===== src/rtl/fkd_pkg.sv =====
package fkd_pkg;

    localparam int CHAR_W = 8;
    localparam int LEN_W  = 16;
    localparam int DUR_W  = 20;
    localparam int PAT_W  = 6;
    localparam int IDX_W  = 3;

    localparam int QUEUE_DEPTH = 2;
    localparam int QPTR_W      = 1;
    localparam int QCNT_W      = 2;

    localparam int OUT_TDATA_W = 24;

    localparam logic [IDX_W-1:0] REG_KEYING_MODE   = 3'd0;
    localparam logic [IDX_W-1:0] REG_FSK_DIT       = 3'd1;
    localparam logic [IDX_W-1:0] REG_FSK_DAH       = 3'd2;
    localparam logic [IDX_W-1:0] REG_DFCW_QUARTER  = 3'd3;
    localparam logic [IDX_W-1:0] REG_DFCW_CHAR_GAP = 3'd4;

    localparam logic [LEN_W-1:0] RST_FSK_DIT       = 16'd100;
    localparam logic [LEN_W-1:0] RST_FSK_DAH       = 16'd300;
    localparam logic [LEN_W-1:0] RST_DFCW_QUARTER  = 16'd250;
    localparam logic [LEN_W-1:0] RST_DFCW_CHAR_GAP = 16'd1000;

    localparam logic [CHAR_W-1:0] CH_SPACE = 8'h20;
    localparam logic [CHAR_W-1:0] CH_BAR   = 8'h7C;
    localparam logic [CHAR_W-1:0] CH_UNDER = 8'h5F;

    typedef enum logic [1:0] {
        CAR_OFF   = 2'd0,
        CAR_SPACE = 2'd1,
        CAR_MARK  = 2'd2,
        CAR_HOLD  = 2'd3
    } carrier_t;

    typedef enum logic [1:0] {
        JOB_PATTERN = 2'd0,
        JOB_SPACE   = 2'd1,
        JOB_BAR     = 2'd2,
        JOB_UNDER   = 2'd3
    } job_kind_t;

    typedef struct packed {
        job_kind_t          kind;
        logic [PAT_W-1:0]   pattern;
    } job_t;

    typedef struct packed {
        logic               dfcw;
        logic [LEN_W-1:0]   dit;
        logic [LEN_W-1:0]   dah;
        logic [LEN_W-1:0]   qtr;
        logic [LEN_W-1:0]   char_gap;
    } keycfg_t;

    typedef struct packed {
        carrier_t           carrier;
        logic               mark_led;
        logic [DUR_W-1:0]   duration;
        logic               last;
    } seg_t;

    typedef enum logic [2:0] {
        ST_IDLE,
        ST_MARK,
        ST_SEP,
        ST_END,
        ST_GAP
    } back_state_t;

    function automatic logic [PAT_W-1:0] morse_pattern(input logic [CHAR_W-1:0] ch);
        logic [PAT_W-1:0] p;
        unique case (ch)
            8'h2F:   p = 6'd41;
            8'h41:   p = 6'd6;
            8'h42:   p = 6'd17;
            8'h43:   p = 6'd21;
            8'h44:   p = 6'd9;
            8'h47:   p = 6'd11;
            8'h4C:   p = 6'd18;
            8'h4D:   p = 6'd7;
            8'h4E:   p = 6'd5;
            8'h53:   p = 6'd8;
            8'h54:   p = 6'd3;
            8'h55:   p = 6'd12;
            8'h56:   p = 6'd24;
            8'h57:   p = 6'd14;
            8'h37:   p = 6'd35;
            8'h30:   p = 6'd63;
            default: p = '0;
        endcase
        return p;
    endfunction

endpackage


===== src/rtl/fkd_front.sv =====
module fkd_front
    import fkd_pkg::*;
(
    input  logic              s_tvalid,
    input  logic [CHAR_W-1:0] s_tdata,
    output logic              s_tready,
    input  logic              q_full,
    output logic              q_push,
    output job_t              q_job
);

    logic [PAT_W-1:0] pattern;
    logic             known;

    assign pattern  = morse_pattern(s_tdata);
    assign s_tready = !q_full;

    always_comb
    begin
        q_job.pattern = pattern;
        known         = 1'b1;
        unique case (s_tdata)
            CH_SPACE: q_job.kind = JOB_SPACE;
            CH_BAR:   q_job.kind = JOB_BAR;
            CH_UNDER: q_job.kind = JOB_UNDER;
            default:
            begin
                q_job.kind = JOB_PATTERN;
                known      = (pattern != '0);
            end
        endcase
    end

    // drop unknown characters
    assign q_push = s_tvalid && s_tready && known;

endmodule


===== src/rtl/fkd_queue.sv =====
module fkd_queue
    import fkd_pkg::*;
(
    input  logic clk,
    input  logic rst_n,
    input  logic push,
    input  job_t push_job,
    output logic full,
    input  logic pop,
    output job_t pop_job,
    output logic empty
);

    job_t              mem [QUEUE_DEPTH];
    logic [QPTR_W-1:0] wr_ptr_reg;
    logic [QPTR_W-1:0] wr_ptr_next;
    logic [QPTR_W-1:0] rd_ptr_reg;
    logic [QPTR_W-1:0] rd_ptr_next;
    logic [QCNT_W-1:0] count_reg;
    logic [QCNT_W-1:0] count_next;

    assign full    = (count_reg == QCNT_W'(QUEUE_DEPTH));
    assign empty   = (count_reg == '0);
    assign pop_job = mem[rd_ptr_reg];

    always_comb
    begin
        wr_ptr_next = push ? wr_ptr_reg + 1'b1 : wr_ptr_reg;
        rd_ptr_next = pop ? rd_ptr_reg + 1'b1 : rd_ptr_reg;
        count_next  = count_reg;
        if (push && !pop)
        begin
            count_next = count_reg + 1'b1;
        end
        else if (pop && !push)
        begin
            count_next = count_reg - 1'b1;
        end
    end

    always_ff @(posedge clk)
    begin
        if (push)
        begin
            mem[wr_ptr_reg] <= push_job;
        end
    end

    always_ff @(posedge clk or negedge rst_n)
    begin
        if (!rst_n)
        begin
            wr_ptr_reg <= '0;
            rd_ptr_reg <= '0;
            count_reg  <= '0;
        end
        else
        begin
            wr_ptr_reg <= wr_ptr_next;
            rd_ptr_reg <= rd_ptr_next;
            count_reg  <= count_next;
        end
    end

endmodule


===== src/rtl/fkd_back.sv =====
module fkd_back
    import fkd_pkg::*;
#(
    parameter int MAX_ELEMENTS = 5
)
(
    input  logic    clk,
    input  logic    rst_n,
    input  keycfg_t cfg,
    input  logic    q_empty,
    input  job_t    q_job,
    output logic    q_pop,
    output logic    m_valid,
    output seg_t    m_seg,
    input  logic    m_ready
);

    localparam int CNT_W = $clog2(MAX_ELEMENTS + 1);
    localparam logic [CNT_W-1:0] CNT_LAST = CNT_W'(MAX_ELEMENTS - 1);

    back_state_t      state_reg;
    back_state_t      state_next;
    logic [PAT_W-1:0] pat_reg;
    logic [PAT_W-1:0] pat_next;
    logic [CNT_W-1:0] cnt_reg;
    logic [CNT_W-1:0] cnt_next;
    job_kind_t        kind_reg;
    job_kind_t        kind_next;
    logic             out_valid_reg;
    logic             out_valid_next;
    seg_t             out_seg_reg;
    seg_t             out_seg_next;

    logic             adv;
    logic             seg_valid;
    seg_t             seg;
    logic [DUR_W-1:0] dit_w;
    logic [DUR_W-1:0] dah_w;
    logic [DUR_W-1:0] qtr_w;
    logic [DUR_W-1:0] gap_w;

    assign adv   = !out_valid_reg || m_ready;
    assign dit_w = DUR_W'(cfg.dit);
    assign dah_w = DUR_W'(cfg.dah);
    assign qtr_w = DUR_W'(cfg.qtr);
    assign gap_w = DUR_W'(cfg.char_gap);

    always_comb
    begin
        state_next = state_reg;
        pat_next   = pat_reg;
        cnt_next   = cnt_reg;
        kind_next  = kind_reg;
        q_pop      = 1'b0;
        unique case (state_reg) inside
            ST_IDLE:
            begin
                if (!q_empty)
                begin
                    q_pop     = 1'b1;
                    pat_next  = q_job.pattern;
                    kind_next = q_job.kind;
                    cnt_next  = '0;
                    if (q_job.kind != JOB_PATTERN)
                    begin
                        state_next = ST_GAP;
                    end
                    else if (q_job.pattern > PAT_W'(1))
                    begin
                        state_next = ST_MARK;
                    end
                    else
                    begin
                        state_next = ST_END;
                    end
                end
            end
            ST_MARK:
            begin
                if (adv)
                begin
                    state_next = ST_SEP;
                end
            end
            ST_SEP:
            begin
                if (adv)
                begin
                    pat_next = pat_reg >> 1;
                    cnt_next = cnt_reg + 1'b1;
                    if ((pat_reg[PAT_W-1:1] > (PAT_W-1)'(1)) && (cnt_reg != CNT_LAST))
                    begin
                        state_next = ST_MARK;
                    end
                    else
                    begin
                        state_next = ST_END;
                    end
                end
            end
            ST_END, ST_GAP:
            begin
                if (adv)
                begin
                    state_next = ST_IDLE;
                end
            end
            default: state_next = ST_IDLE;
        endcase
    end

    always_comb
    begin
        seg_valid    = 1'b0;
        seg.carrier  = CAR_HOLD;
        seg.mark_led = 1'b0;
        seg.duration = '0;
        seg.last     = 1'b0;
        unique case (state_reg)
            ST_MARK:
            begin
                seg_valid    = 1'b1;
                seg.mark_led = 1'b1;
                if (cfg.dfcw)
                begin
                    seg.carrier  = pat_reg[0] ? CAR_MARK : CAR_SPACE;
                    seg.duration = (qtr_w << 1) + qtr_w;
                end
                else
                begin
                    seg.carrier  = CAR_MARK;
                    seg.duration = pat_reg[0] ? dah_w : dit_w;
                end
            end
            ST_SEP:
            begin
                seg_valid    = 1'b1;
                seg.carrier  = cfg.dfcw ? CAR_OFF : CAR_SPACE;
                seg.duration = cfg.dfcw ? qtr_w : dit_w;
            end
            ST_END:
            begin
                seg_valid    = 1'b1;
                seg.last     = 1'b1;
                seg.duration = cfg.dfcw ? gap_w : (dit_w << 1);
            end
            ST_GAP:
            begin
                seg_valid = 1'b1;
                seg.last  = 1'b1;
                case (kind_reg)
                    JOB_SPACE: seg.duration = cfg.dfcw ? (qtr_w << 3) : ((dit_w << 2) + dit_w);
                    JOB_BAR:   seg.duration = cfg.dfcw ? (qtr_w << 4) : (dit_w << 2);
                    default:   seg.duration = cfg.dfcw ? (qtr_w << 2) : dit_w;
                endcase
            end
            default: seg_valid = 1'b0;
        endcase
    end

    always_comb
    begin
        out_valid_next = out_valid_reg;
        out_seg_next   = out_seg_reg;
        if (adv)
        begin
            out_valid_next = seg_valid;
            out_seg_next   = seg;
        end
    end

    always_ff @(posedge clk or negedge rst_n)
    begin
        if (!rst_n)
        begin
            state_reg     <= ST_IDLE;
            out_valid_reg <= 1'b0;
            cnt_reg       <= '0;
        end
        else
        begin
            state_reg     <= state_next;
            out_valid_reg <= out_valid_next;
            cnt_reg       <= cnt_next;
        end
    end

    always_ff @(posedge clk)
    begin
        pat_reg     <= pat_next;
        kind_reg    <= kind_next;
        out_seg_reg <= out_seg_next;
    end

    assign m_valid = out_valid_reg;
    assign m_seg   = out_seg_reg;

endmodule


===== src/rtl/morse_fskcw_dfcw_keyer.sv =====
// Morse keyer: one ASCII character in, a run of keying segments out.
// Input stream s_*: tdata carries char_code. Characters missing from the
// Morse table (other than space, '|' and '_') are accepted and dropped.
// Output stream m_*: one segment per transfer, tlast on the final segment
// of the character. A table character gives two segments per element
// (at most MAX_ELEMENTS elements) plus one closing gap, so up to 11
// segments; a gap mark gives one segment.
// Config channel cfg_*: index 0 keying mode, 1 FSK dit, 2 FSK dah,
// 3 DFCW quarter symbol, 4 DFCW character gap; other indexes are ignored.
// cfg_ready is always high; write only while the keyer is idle.
// A character passes through the job queue and the sequencer state before
// its first segment is registered in the output register.
// Throughput: one segment per cycle while m_tready is high; between characters
// the sequencer passes through its idle state to fetch from the two-entry job queue.
// Reset clears the queue, the output register and restores the default
// timing registers. When m_tready is low the output register holds its
// segment, the sequencer stalls and the queue absorbs up to two characters
// before s_tready drops.
module morse_fskcw_dfcw_keyer
    import fkd_pkg::*;
#(
    parameter int MAX_ELEMENTS = 5
)
(
    input  logic                   clk,
    input  logic                   rst_n,
    input  logic                   s_tvalid,
    output logic                   s_tready,
    input  logic [CHAR_W-1:0]      s_tdata,   // [7:0] char_code
    output logic                   m_tvalid,
    input  logic                   m_tready,
    output logic [OUT_TDATA_W-1:0] m_tdata,   // [1:0] carrier, [2] mark_led, [22:3] duration
    output logic                   m_tlast,
    input  logic                   cfg_valid,
    output logic                   cfg_ready,
    input  logic [IDX_W-1:0]       cfg_index,
    input  logic [LEN_W-1:0]       cfg_data
);

    logic             mode_reg;
    logic [LEN_W-1:0] dit_reg;
    logic [LEN_W-1:0] dah_reg;
    logic [LEN_W-1:0] qtr_reg;
    logic [LEN_W-1:0] char_gap_reg;

    keycfg_t cfg;
    logic    q_full;
    logic    q_empty;
    logic    q_push;
    logic    q_pop;
    job_t    push_job;
    job_t    pop_job;
    seg_t    m_seg;

    assign cfg_ready = 1'b1;

    always_ff @(posedge clk or negedge rst_n)
    begin
        if (!rst_n)
        begin
            mode_reg     <= 1'b0;
            dit_reg      <= RST_FSK_DIT;
            dah_reg      <= RST_FSK_DAH;
            qtr_reg      <= RST_DFCW_QUARTER;
            char_gap_reg <= RST_DFCW_CHAR_GAP;
        end
        else if (cfg_valid && cfg_ready)
        begin
            unique case (cfg_index)
                REG_KEYING_MODE:   mode_reg     <= cfg_data[0];
                REG_FSK_DIT:       dit_reg      <= cfg_data;
                REG_FSK_DAH:       dah_reg      <= cfg_data;
                REG_DFCW_QUARTER:  qtr_reg      <= cfg_data;
                REG_DFCW_CHAR_GAP: char_gap_reg <= cfg_data;
                default:           mode_reg     <= mode_reg;
            endcase
        end
    end

    assign cfg.dfcw     = mode_reg;
    assign cfg.dit      = dit_reg;
    assign cfg.dah      = dah_reg;
    assign cfg.qtr      = qtr_reg;
    assign cfg.char_gap = char_gap_reg;

    fkd_front u_front (
        .s_tvalid (s_tvalid),
        .s_tdata  (s_tdata),
        .s_tready (s_tready),
        .q_full   (q_full),
        .q_push   (q_push),
        .q_job    (push_job)
    );

    fkd_queue u_queue (
        .clk      (clk),
        .rst_n    (rst_n),
        .push     (q_push),
        .push_job (push_job),
        .full     (q_full),
        .pop      (q_pop),
        .pop_job  (pop_job),
        .empty    (q_empty)
    );

    fkd_back #(
        .MAX_ELEMENTS (MAX_ELEMENTS)
    ) u_back (
        .clk     (clk),
        .rst_n   (rst_n),
        .cfg     (cfg),
        .q_empty (q_empty),
        .q_job   (pop_job),
        .q_pop   (q_pop),
        .m_valid (m_tvalid),
        .m_seg   (m_seg),
        .m_ready (m_tready)
    );

    assign m_tdata = {1'b0, m_seg.duration, m_seg.mark_led, m_seg.carrier};
    assign m_tlast = m_seg.last;

endmodule


===== config.mk =====
export PLATFORM = sky130hd
export DESIGN_NAME = morse_fskcw_dfcw_keyer
export DESIGN_NICKNAME = d
export VERILOG_FILES = /design/src/rtl/fkd_pkg.sv /design/src/rtl/fkd_front.sv /design/src/rtl/fkd_queue.sv /design/src/rtl/fkd_back.sv /design/src/rtl/morse_fskcw_dfcw_keyer.sv
export SDC_FILE = /design/constraint.sdc
export NUM_CORES = 1
export LEC_CHECK = 0
export BUFFER_PORTS_ARGS = -buffer_cell sky130_fd_sc_hd__buf_4
export CAP_MARGIN = 20
export CORE_UTILIZATION = 47
export DETAILED_ROUTE_END_ITERATION = 10
export PLACE_DENSITY_LB_ADDON = 0.05
export SLEW_MARGIN = 20
export SYNTH_ARGS = -nofsm -noshare
export SYNTH_HDL_FRONTEND = slang
export SYNTH_SLANG_ARGS = --single-unit

===== constraint.sdc =====
create_clock -name clk -period 4.05 [get_ports clk]
set_clock_uncertainty 0.2 [all_clocks]
set_input_delay 0.405 -clock clk [delete_from_list [all_inputs] [get_ports clk]]
set_output_delay 0.405 -clock clk [all_outputs]
set_load 0.02 [all_outputs]

Word level (Yosys, flattened, before mapping) --
Memories as Yosys holds them, arrays and structs flattened. Index checks and enable logic that the tools add are counted.
Operators by class: bitwise operators 1, equality and inequality tests 35, magnitude comparators 2, mux-type cells 39, reductions and logical operators 28, $add $sub $neg 7
Operators with widths (number):
- $eq 8x7->1 const B | 15
- $pmux 6 s16 | 1
- $pmux 20 s4 | 1
- $mux 20 | 3
- $pmux 20 s2 | 1
- $eq 8x6->1 const B | 4
- $mux 16 | 2
- $mux 3 | 7
- $add 18x16->19 | 1
- $add 17x16->18 | 1
- $mux 18 | 1
- $mux 17 | 1
- $eq 3x2->1 const B | 4
- $mux 2 | 6
- $mux 6 | 2
- $pmux 3 s4 | 1
- $pmux 6 s2 | 1
- $reduce_and 2->1 | 6
- $mux 1 | 9
- $eq 3x1->1 const B | 2
- $eq 3x3->1 const B | 2
- $gt 6x1->1 const B | 1
- $logic_not 3->1 | 2
- $ne 2x1->1 const B | 3
- 24 further kinds | 35
Storage, ports and cells: memories kept 1, RAM bits 16, output and inout port bits 28, input port bits 32, word-level logic and storage cells 130, register bits after elaboration 108
Memories:
- u_queue.mem | words 2, width 8, rd ports 1, clocked after Yosys merged registers in 0, wr ports 1, RTL line fkd_queue.sv:14 | job_t mem [QUEUE_DEPTH];

Depth between registers and ports, before layout --
Gate-level depths: netlist of run 1.
depth in word-level cells 9, gate-level depth with buffers 11, gate-level depth less buffers 10

By module --
From an unflattened synthesis of run 1, not the netlist that was laid out.
Unflattened totals: cell total of the unflattened synthesis 857, area, all modules 8559.5 um^2
Modules (own cells, without submodules):
- fkd_back | sequential area each 1136.1 um^2, instances 1, cells an instance 600, area each 4643.2 um^2
- morse_fskcw_dfcw_keyer | sequential area each 1650.3 um^2, instances 1, cells an instance 146, area each 2678.8 um^2
- fkd_queue | sequential area each 580.6 um^2, instances 1, cells an instance 41, area each 770.7 um^2
- fkd_front | sequential area each 0.0 um^2, instances 1, cells an instance 70, area each 466.7 um^2

Least setup slack after synthesis of run 1 --
OpenSTA, ideal clock, no wires.
kind register to register, start point register dit_reg[2], end point register u_back.out_seg_reg (netlist bit u_back.m_seg[17]) (data pin), setup time 270 ps, period minus slack after synthesis 2902 ps, data required time 3580 ps, setup slack 1148 ps, arrival 2432 ps, stages on the path, launching flop included 11, buffers on the path 0, path through dfstp_2 -> ha_1 -> inv_1 -> fa_1 -> nor2b_1 -> o31a_1 -> o21ai_1 -> a211o_1 -> a221oi_2 -> mux2i_1 -> nand4b_1
RTL lines:
- from (decl) | RTL line morse_fskcw_dfcw_keyer.sv:41 | logic [LEN_W-1:0] dit_reg;
- from (signal assigned) | RTL line morse_fskcw_dfcw_keyer.sv:71 | REG_FSK_DIT: dit_reg <= cfg_data;
- to (signal assigned) | RTL line fkd_back.sv:192 | out_seg_reg <= out_seg_next;
- to (decl) | RTL line fkd_back.sv:31 | seg_t out_seg_reg;

==> results of run 1 <==
==> how the worst max path moves through the flow <==
stage	startpoint	endpoint	slack [ps]	cells after the start
final	dit_reg[2]	u_back.m_seg[17]	890	10
after global routing	dit_reg[2]	u_back.m_seg[17]	670	10
after CTS	dit_reg[2]	u_back.m_seg[17]	900	10
after detailed placement	dit_reg[2]	u_back.m_seg[17]	900	10
after global placement	dit_reg[2]	u_back.m_seg[17]	930	10
after floorplan	dit_reg[2]	u_back.m_seg[17]	1150	10
==> area by class of cell <==
cell class                 count  area (sq um)
fill                        1497          7360
multi-input combinational    633          4530
sequential                   124          3370
timing repair buffer          71           552
clock buffer                  17           425
tap                          220           275
clock inverter                15           155
inverter                      27           101
==> power by group through the flow <==
stage	Combinational [uW]	Clock, uW	Sequential [uW]
2_1_floorplan	2150	0	2110
3_3_place_gp	3040	0	2150
3_5_place_dp	3070	0	2160
4_1_cts	3090	1530	2140
5_1_grt	3410	1570	2190
6_report	3120	1510	2140
==> cell families after synthesis <==
| logic type | Yosys count |
|---|---|
| compound gates | 261 |
| simple gates | 217 |
| flops | 124 |
| mux | 91 |
| buf+inv | 71 |
| fa+ha+maj | 37 |
| xor+xnor | 25 |
| other cells | 2 |
==> synth_stat cells, types with 3 or more instances <==
master / number
a31oi_1: 10
o21a_1: 7
o21ai_1: 7
o21ai_0: 42
nor4_1: 4
a221o_1: 6
a21o_1: 11
nor3_1: 21
nor2_1: 56
dfstp_2: 19
a211o_1: 7
nand4_1: 3
xnor2_1: 11
a22o_1: 4
nand2_1: 56
inv_1: 24
nand3_1: 15
nor3b_1: 5
ha_1: 35
a221oi_1: 12
o211ai_1: 7
o41ai_1: 3
o221ai_1: 7
mux2i_1: 17
clkbuf_1: 23
nand2b_1: 8
a21oi_1: 82
nor2b_1: 19
and2_1: 5
or4_1: 3
buf_1: 13
nand4b_1: 4
and3_1: 7
o31ai_1: 5
edfxtp_1: 48
o22ai_1: 19
buf_2: 5
xor2_1: 14
a22oi_1: 3
dfrtp_1: 57
a211oi_1: 12
mux2_2: 72
==> routing by layer <==
layer | wire (microns) | part of all wire [%]
met5 | 0 | 0
met2 | 11200 | 48
met3 | 1390 | 6.0
met4 | 315 | 1.3
met1 | 10500 | 45
==> critical path: stages, from the launching register on <==
cell	delay, ps
dfstp_2	570
ha_1	190
inv_1	60
fa_1	400
nor2b_1	150
o31a_1	170
o21ai_1	120
a211o_1	350
a221oi_2	330
mux2i_1	240
nand4b_1	100
==> stage by stage <==
stage	hold WS, ps	area [sq um]
floorplan	-90.6	8150
global placement	274	8810
detailed placement	278	8810
CTS	6.13	9400
global route	34.7	9400
finish	17.9	9400
==> results_dict.tcl, run 1 <==
set metrics [dict create \
    maxCapViolCount 0 \
    wire_per_inst_microns 21.1 \
    cts_resized 0 \
    layout_setup_ws_ps 895 \
    route.detailed.drc 0 \
    synthToLayoutAreaGrowth_pct 15.4 \
    cts_buffer_depth 2 \
    pin_count 60 \
    yosysUniqueCellTypes 73 \
    power.total_uw 6770 \
    grt_max_degree 77 \
    cts_made_buffers 17 \
    synth_xor_area_share_pct 2.69 \
    pre_cts_ws_ps 903 \
    r2r_setup_slack_ps 890 \
    power.switching_uw 2860 \
    initial_core_util_pct 48.6 \
    synthAdderAreaFrac_pct 5.87 \
    leakage_uw 0.00384 \
    drt_iter0_drc 569 \
    die-area_sq_um 17900 \
    final_common_cell "a21oi_1" \
    synth_compound_area_share_pct 20.8 \
    slew_viol_final 0 \
    overflow 0 \
    cts.sinks 124 \
    ir_drop_mv 0.378 \
    groute.usage.overall_pct 27.3 \
    cp.arrival_ps 3120 \
    use_met2_pct 45.4 \
    htree_num_levels 4 \
    drt-total-wl_microns 23400 \
    cts_tree "done" \
    dr.pass1.iters 5 \
    cts_hold_buf 1 \
    clockPowerShare_pct 22.2 \
    finalCritPeriodShare_pct 77.9 \
    worstSetupPathType "reg2reg" \
    syn-num-nets 897 \
    post_cts_buffers 0 \
    timing.rr.start "dit_reg[2]" \
    coreArea_sq_um 16800 \
    setup_violations 0 \
    portBuffers 57 \
    cp-start-kind "flip-flop" \
    swShare_pct 42.2 \
    crit_fanout 6 \
    dieWidth_microns 134 \
    fmax_mhz 317 \
    dpl.hpwl_microns 17100 \
    ys.flop_type "dfrtp_1" \
    antennaDiodeCount 0 \
    antenna_found_initial 0 \
    synth_mux_area_share_pct 12.5 \
    yosys-top-cells-area "edfxtp_1 18%, dfrtp_1 18%, mux2_2 10%, dfstp_2 6.1%, ha_1 5.4%" \
    gp_congestion 0.945 \
    comb_power_share_pct 46.1 \
    grt_use_met3_pct 4.87 \
    syn_avg_cell_area_sq_um 9.84 \
    relSlewSlack_pct 40.5 \
    worst_pin_slew_ps 885 \
    yosys.area.top_type_share_pct 17.7 \
    fin_crit_ps 3160 \
    ys_seq_area_share_pct 41.3 \
    post-route-util_pct 56.1 \
    clk_pin_slew_worst_paths_ps 70 \
    async_flop_share_pct 61.3 \
    use_met1_pct 36.5 \
    via_per_inst 6.24 \
    synth_top_area_cell "edfxtp_1" \
    vias 6905 \
    holdPathStages 3 \
    end_kind "flip-flop" \
    yosys.area_share.simple_pct 13.3 \
    rows 47 \
    rsz0062_at_grt "false" \
    p_int_uw 3910 \
    largest_register_ffs 24 \
    hp-start "cfg_data[3]" \
    fin_tns_setup_ps 0 \
    syn_area_sq_um 8150 \
    grt_pass1_vias 6771 \
    synth_seq_cells 124 \
    ys_warn_count 0 \
    worst-r2r-cell-count 10 \
    drive_gt1_share_pct 23.3 \
    synth_top_family_by_area "compound AO/OA/AOI/OAI gates" \
    antenna_left 0 \
    hold_class "in2reg" \
    status "finished, final reports clean" \
    grt_first_pass_wirelength_microns 37200 \
    hold_viol_final 0 \
    fin_cells 1107 \
    die-height_microns 134 \
    post-place-cells 1074 \
    seqPwrFrac_pct 31.6 \
    reg2reg_to "u_back.m_seg[17]" \
    grt_busiest_layer "met2" \
    clkLatencyLatePin_ps 420 \
    synth-edff-count 48 \
    hold_path_end "dit_reg[3]" \
    cts_root_buffer "clkbuf_16" \
    final_cell_mix "82 x a21oi_1, 72 x mux2_2, 68 x buf_4" \
    p_per_area_nw_per_um2 720 \
    final_net_count 943 \
    required_ps 4010 \
    netlist_instances 828 \
]
Note: power is estimated with default switching activity, not from simulation.
==> run 2: changes to the inputs <==
==> constraint.sdc (replaced) <==
create_clock -name clk -period 3.2 [get_ports clk]
set_clock_uncertainty 0.2 [all_clocks]
set_input_delay 0.32 -clock clk [delete_from_list [all_inputs] [get_ports clk]]
set_output_delay 0.32 -clock clk [all_outputs]
set_load 0.02 [all_outputs]
==> results_dict.tcl, run 2 (synthesized netlist as in run 1, its figures left out) <==
set metrics [dict create \
    seqPwrFrac_pct 30.5 \
    post-route-util_pct 58.4 \
    fmax_mhz 325 \
    post-place-cells 1095 \
    critPathCapture "u_back.m_seg[13]" \
    via_per_inst 6.19 \
    reg2reg_to "u_back.m_seg[13]" \
    slowest_delay_ps 530 \
    final_cell_mix "90 x buf_4, 82 x a21oi_1, 72 x mux2_2" \
    crit_fanout 3 \
    clkLatencyLatePin_ps 420 \
    hold_viol_final 0 \
    relSlewSlack_pct 49.9 \
    hold_class "in2reg" \
    path_cells "ha_2 > inv_1 > fa_2 > nor2b_1 > o31a_1 > o21ai_2 > a211o_1 > buf_4 > and3_1 > o31ai_1 > o211ai_1" \
    cts.sinks 124 \
    worst-r2r-cell-count 11 \
    clockPowerShare_pct 22.6 \
    initial_core_util_pct 48.6 \
    fin_tns_setup_ps 0 \
    ir_drop_mv 0.573 \
    gp_congestion 0.961 \
    finalCritPeriodShare_pct 96.2 \
    pin_count 60 \
    overflow 0 \
    vias 7083 \
    final_net_count 981 \
    end_kind "flip-flop" \
    startpoint "dit_reg[2]" \
    worstSetupPathType "reg2reg" \
    die-area_sq_um 17900 \
    coreArea_sq_um 16800 \
    final_common_cell "buf_4" \
    grt_pass1_vias 6869 \
    cts_buffer_depth 2 \
    swShare_pct 41.0 \
    cts_tree "done" \
    cp.arrival_ps 3010 \
    cts_made_buffers 17 \
    p_int_uw 5260 \
    portBuffers 57 \
    required_ps 3130 \
    maxCapViolCount 0 \
    cts_root_buffer "clkbuf_16" \
    antenna_found_initial 0 \
    wire_per_inst_microns 21.3 \
    grt_first_pass_wirelength_microns 38500 \
    fillers 1445 \
    route.detailed.drc 0 \
    power.switching_uw 3660 \
    htree_num_levels 4 \
    antenna_left 0 \
    power.total_uw 8920 \
    drive_gt1_share_pct 25.0 \
    groute.usage.overall_pct 28.4 \
    setup_violations 0 \
    slew_viol_final 0 \
    status "finished, final reports clean" \
    leakage_uw 0.00404 \
    worst_pin_slew_ps 752 \
    drt-total-wl_microns 24400 \
    dpl.hpwl_microns 17900 \
    dr.pass1.iters 6 \
    fin_crit_ps 3080 \
    die-height_microns 134 \
    p_per_area_nw_per_um2 912 \
    drt_iter0_drc 551 \
    clk_pin_slew_worst_paths_ps 60 \
    fin_cells 1145 \
    cp-start-kind "flip-flop" \
    synthToLayoutAreaGrowth_pct 20.1 \
    cp_slowest_cell "dfstp_2" \
    r2r_setup_slack_ps 120 \
    comb_power_share_pct 46.8 \
    grt_max_degree 77 \
    antennaDiodeCount 0 \
    largest_register_ffs 24 \
    timing.rr.start "dit_reg[2]" \
    dieWidth_microns 134 \
    rows 47 \
]
## run 2: changes by cell type in the layout (fill, tap and decap cells not counted), moves of 2 or more
cell,change
buf_4,+22
dlygate4sd3_1,+16
inv_8,-4
clkinv_2,+2
bufinv_16,+2
## run 2: worst min-delay path by stage
| stage | startpoint | to | slack (ps) | depth (start not counted) |
|---|---|---|---|---|
| finish | cfg_index[0] | mode_reg | 60 | 4 |
| detailed placement | u_queue.wr_ptr_reg | u_queue.wr_ptr_reg | 290 | 1 |
| CTS | cfg_index[1] | mode_reg | 60 | 4 |
| global placement | u_queue.wr_ptr_reg | u_queue.wr_ptr_reg | 270 | 1 |
| floorplan | rst_n | char_gap_reg[0] | -180 | 0 |
| global route | cfg_index[0] | mode_reg | 80 | 4 |
## run 2: power groups by stage
stage / registers [uW] / logic [uW] / clock network, uW
after floorplan: 2670 / 2720 / 0
after global placement: 2730 / 4030 / 0
after detailed placement: 2740 / 4070 / 0
after CTS: 2720 / 4110 / 2040
after global routing: 2780 / 4530 / 2100
final: 2730 / 4180 / 2020
## run 2: repair_timing
| action | in CTS | in global routing |
|---|---|---|
| hold buffers | 17 | 0 |
| hold endpoints to repair | 121 | 0 |
| gates resized for setup | 0 | 4 |
| setup endpoints to repair | 0 | 2 |
| setup buffers | 0 | 1 |
## run 2: stage by stage
stage          hold slack, ps  setup slack [ps]  cell area, sq um
6_report                 64.6               121              9780
5_1_grt                  77.7            -0.856              9780
4_1_cts                  55.5              75.1              9750
3_5_place_dp              286              92.6              8970
3_3_place_gp              274               113              8970
2_1_floorplan            -176               298              8150
## run 2: area by class of cell
cell class / instances / area, sq um / share of cell area, %
multi-input cells: 633 / 4550 / 46.5
flip-flops and latches: 124 / 3370 / 34.4
repair buffers: 109 / 877 / 8.96
clock buffers: 19 / 454 / 4.64
well taps: 220 / 275 / 2.81
clock inverters: 13 / 163 / 1.66
inverters: 27 / 101 / 1.04
## run 2: layer usage
metal  wire length (microns)  share of wire [%]  track usage, %  vias to the layer above
li1                        -                  -               -                     3314
met2                   11500                 47            46.5                      286
met3                    1680                6.9            5.14                       45
met4                     446                1.8            7.51                        0
met5                       0                  0               0                        -
met1                   10700                 44            38.7                     3438
## run 2: critical path, delay by kind of cell (launching register included)
family	cells	cell delay, ps
and+or+nand+nor	2	300
buffers and inverters	2	220
adders and majority gates	2	520
DFF	1	530
AOI/OAI and AO/OA	5	1010
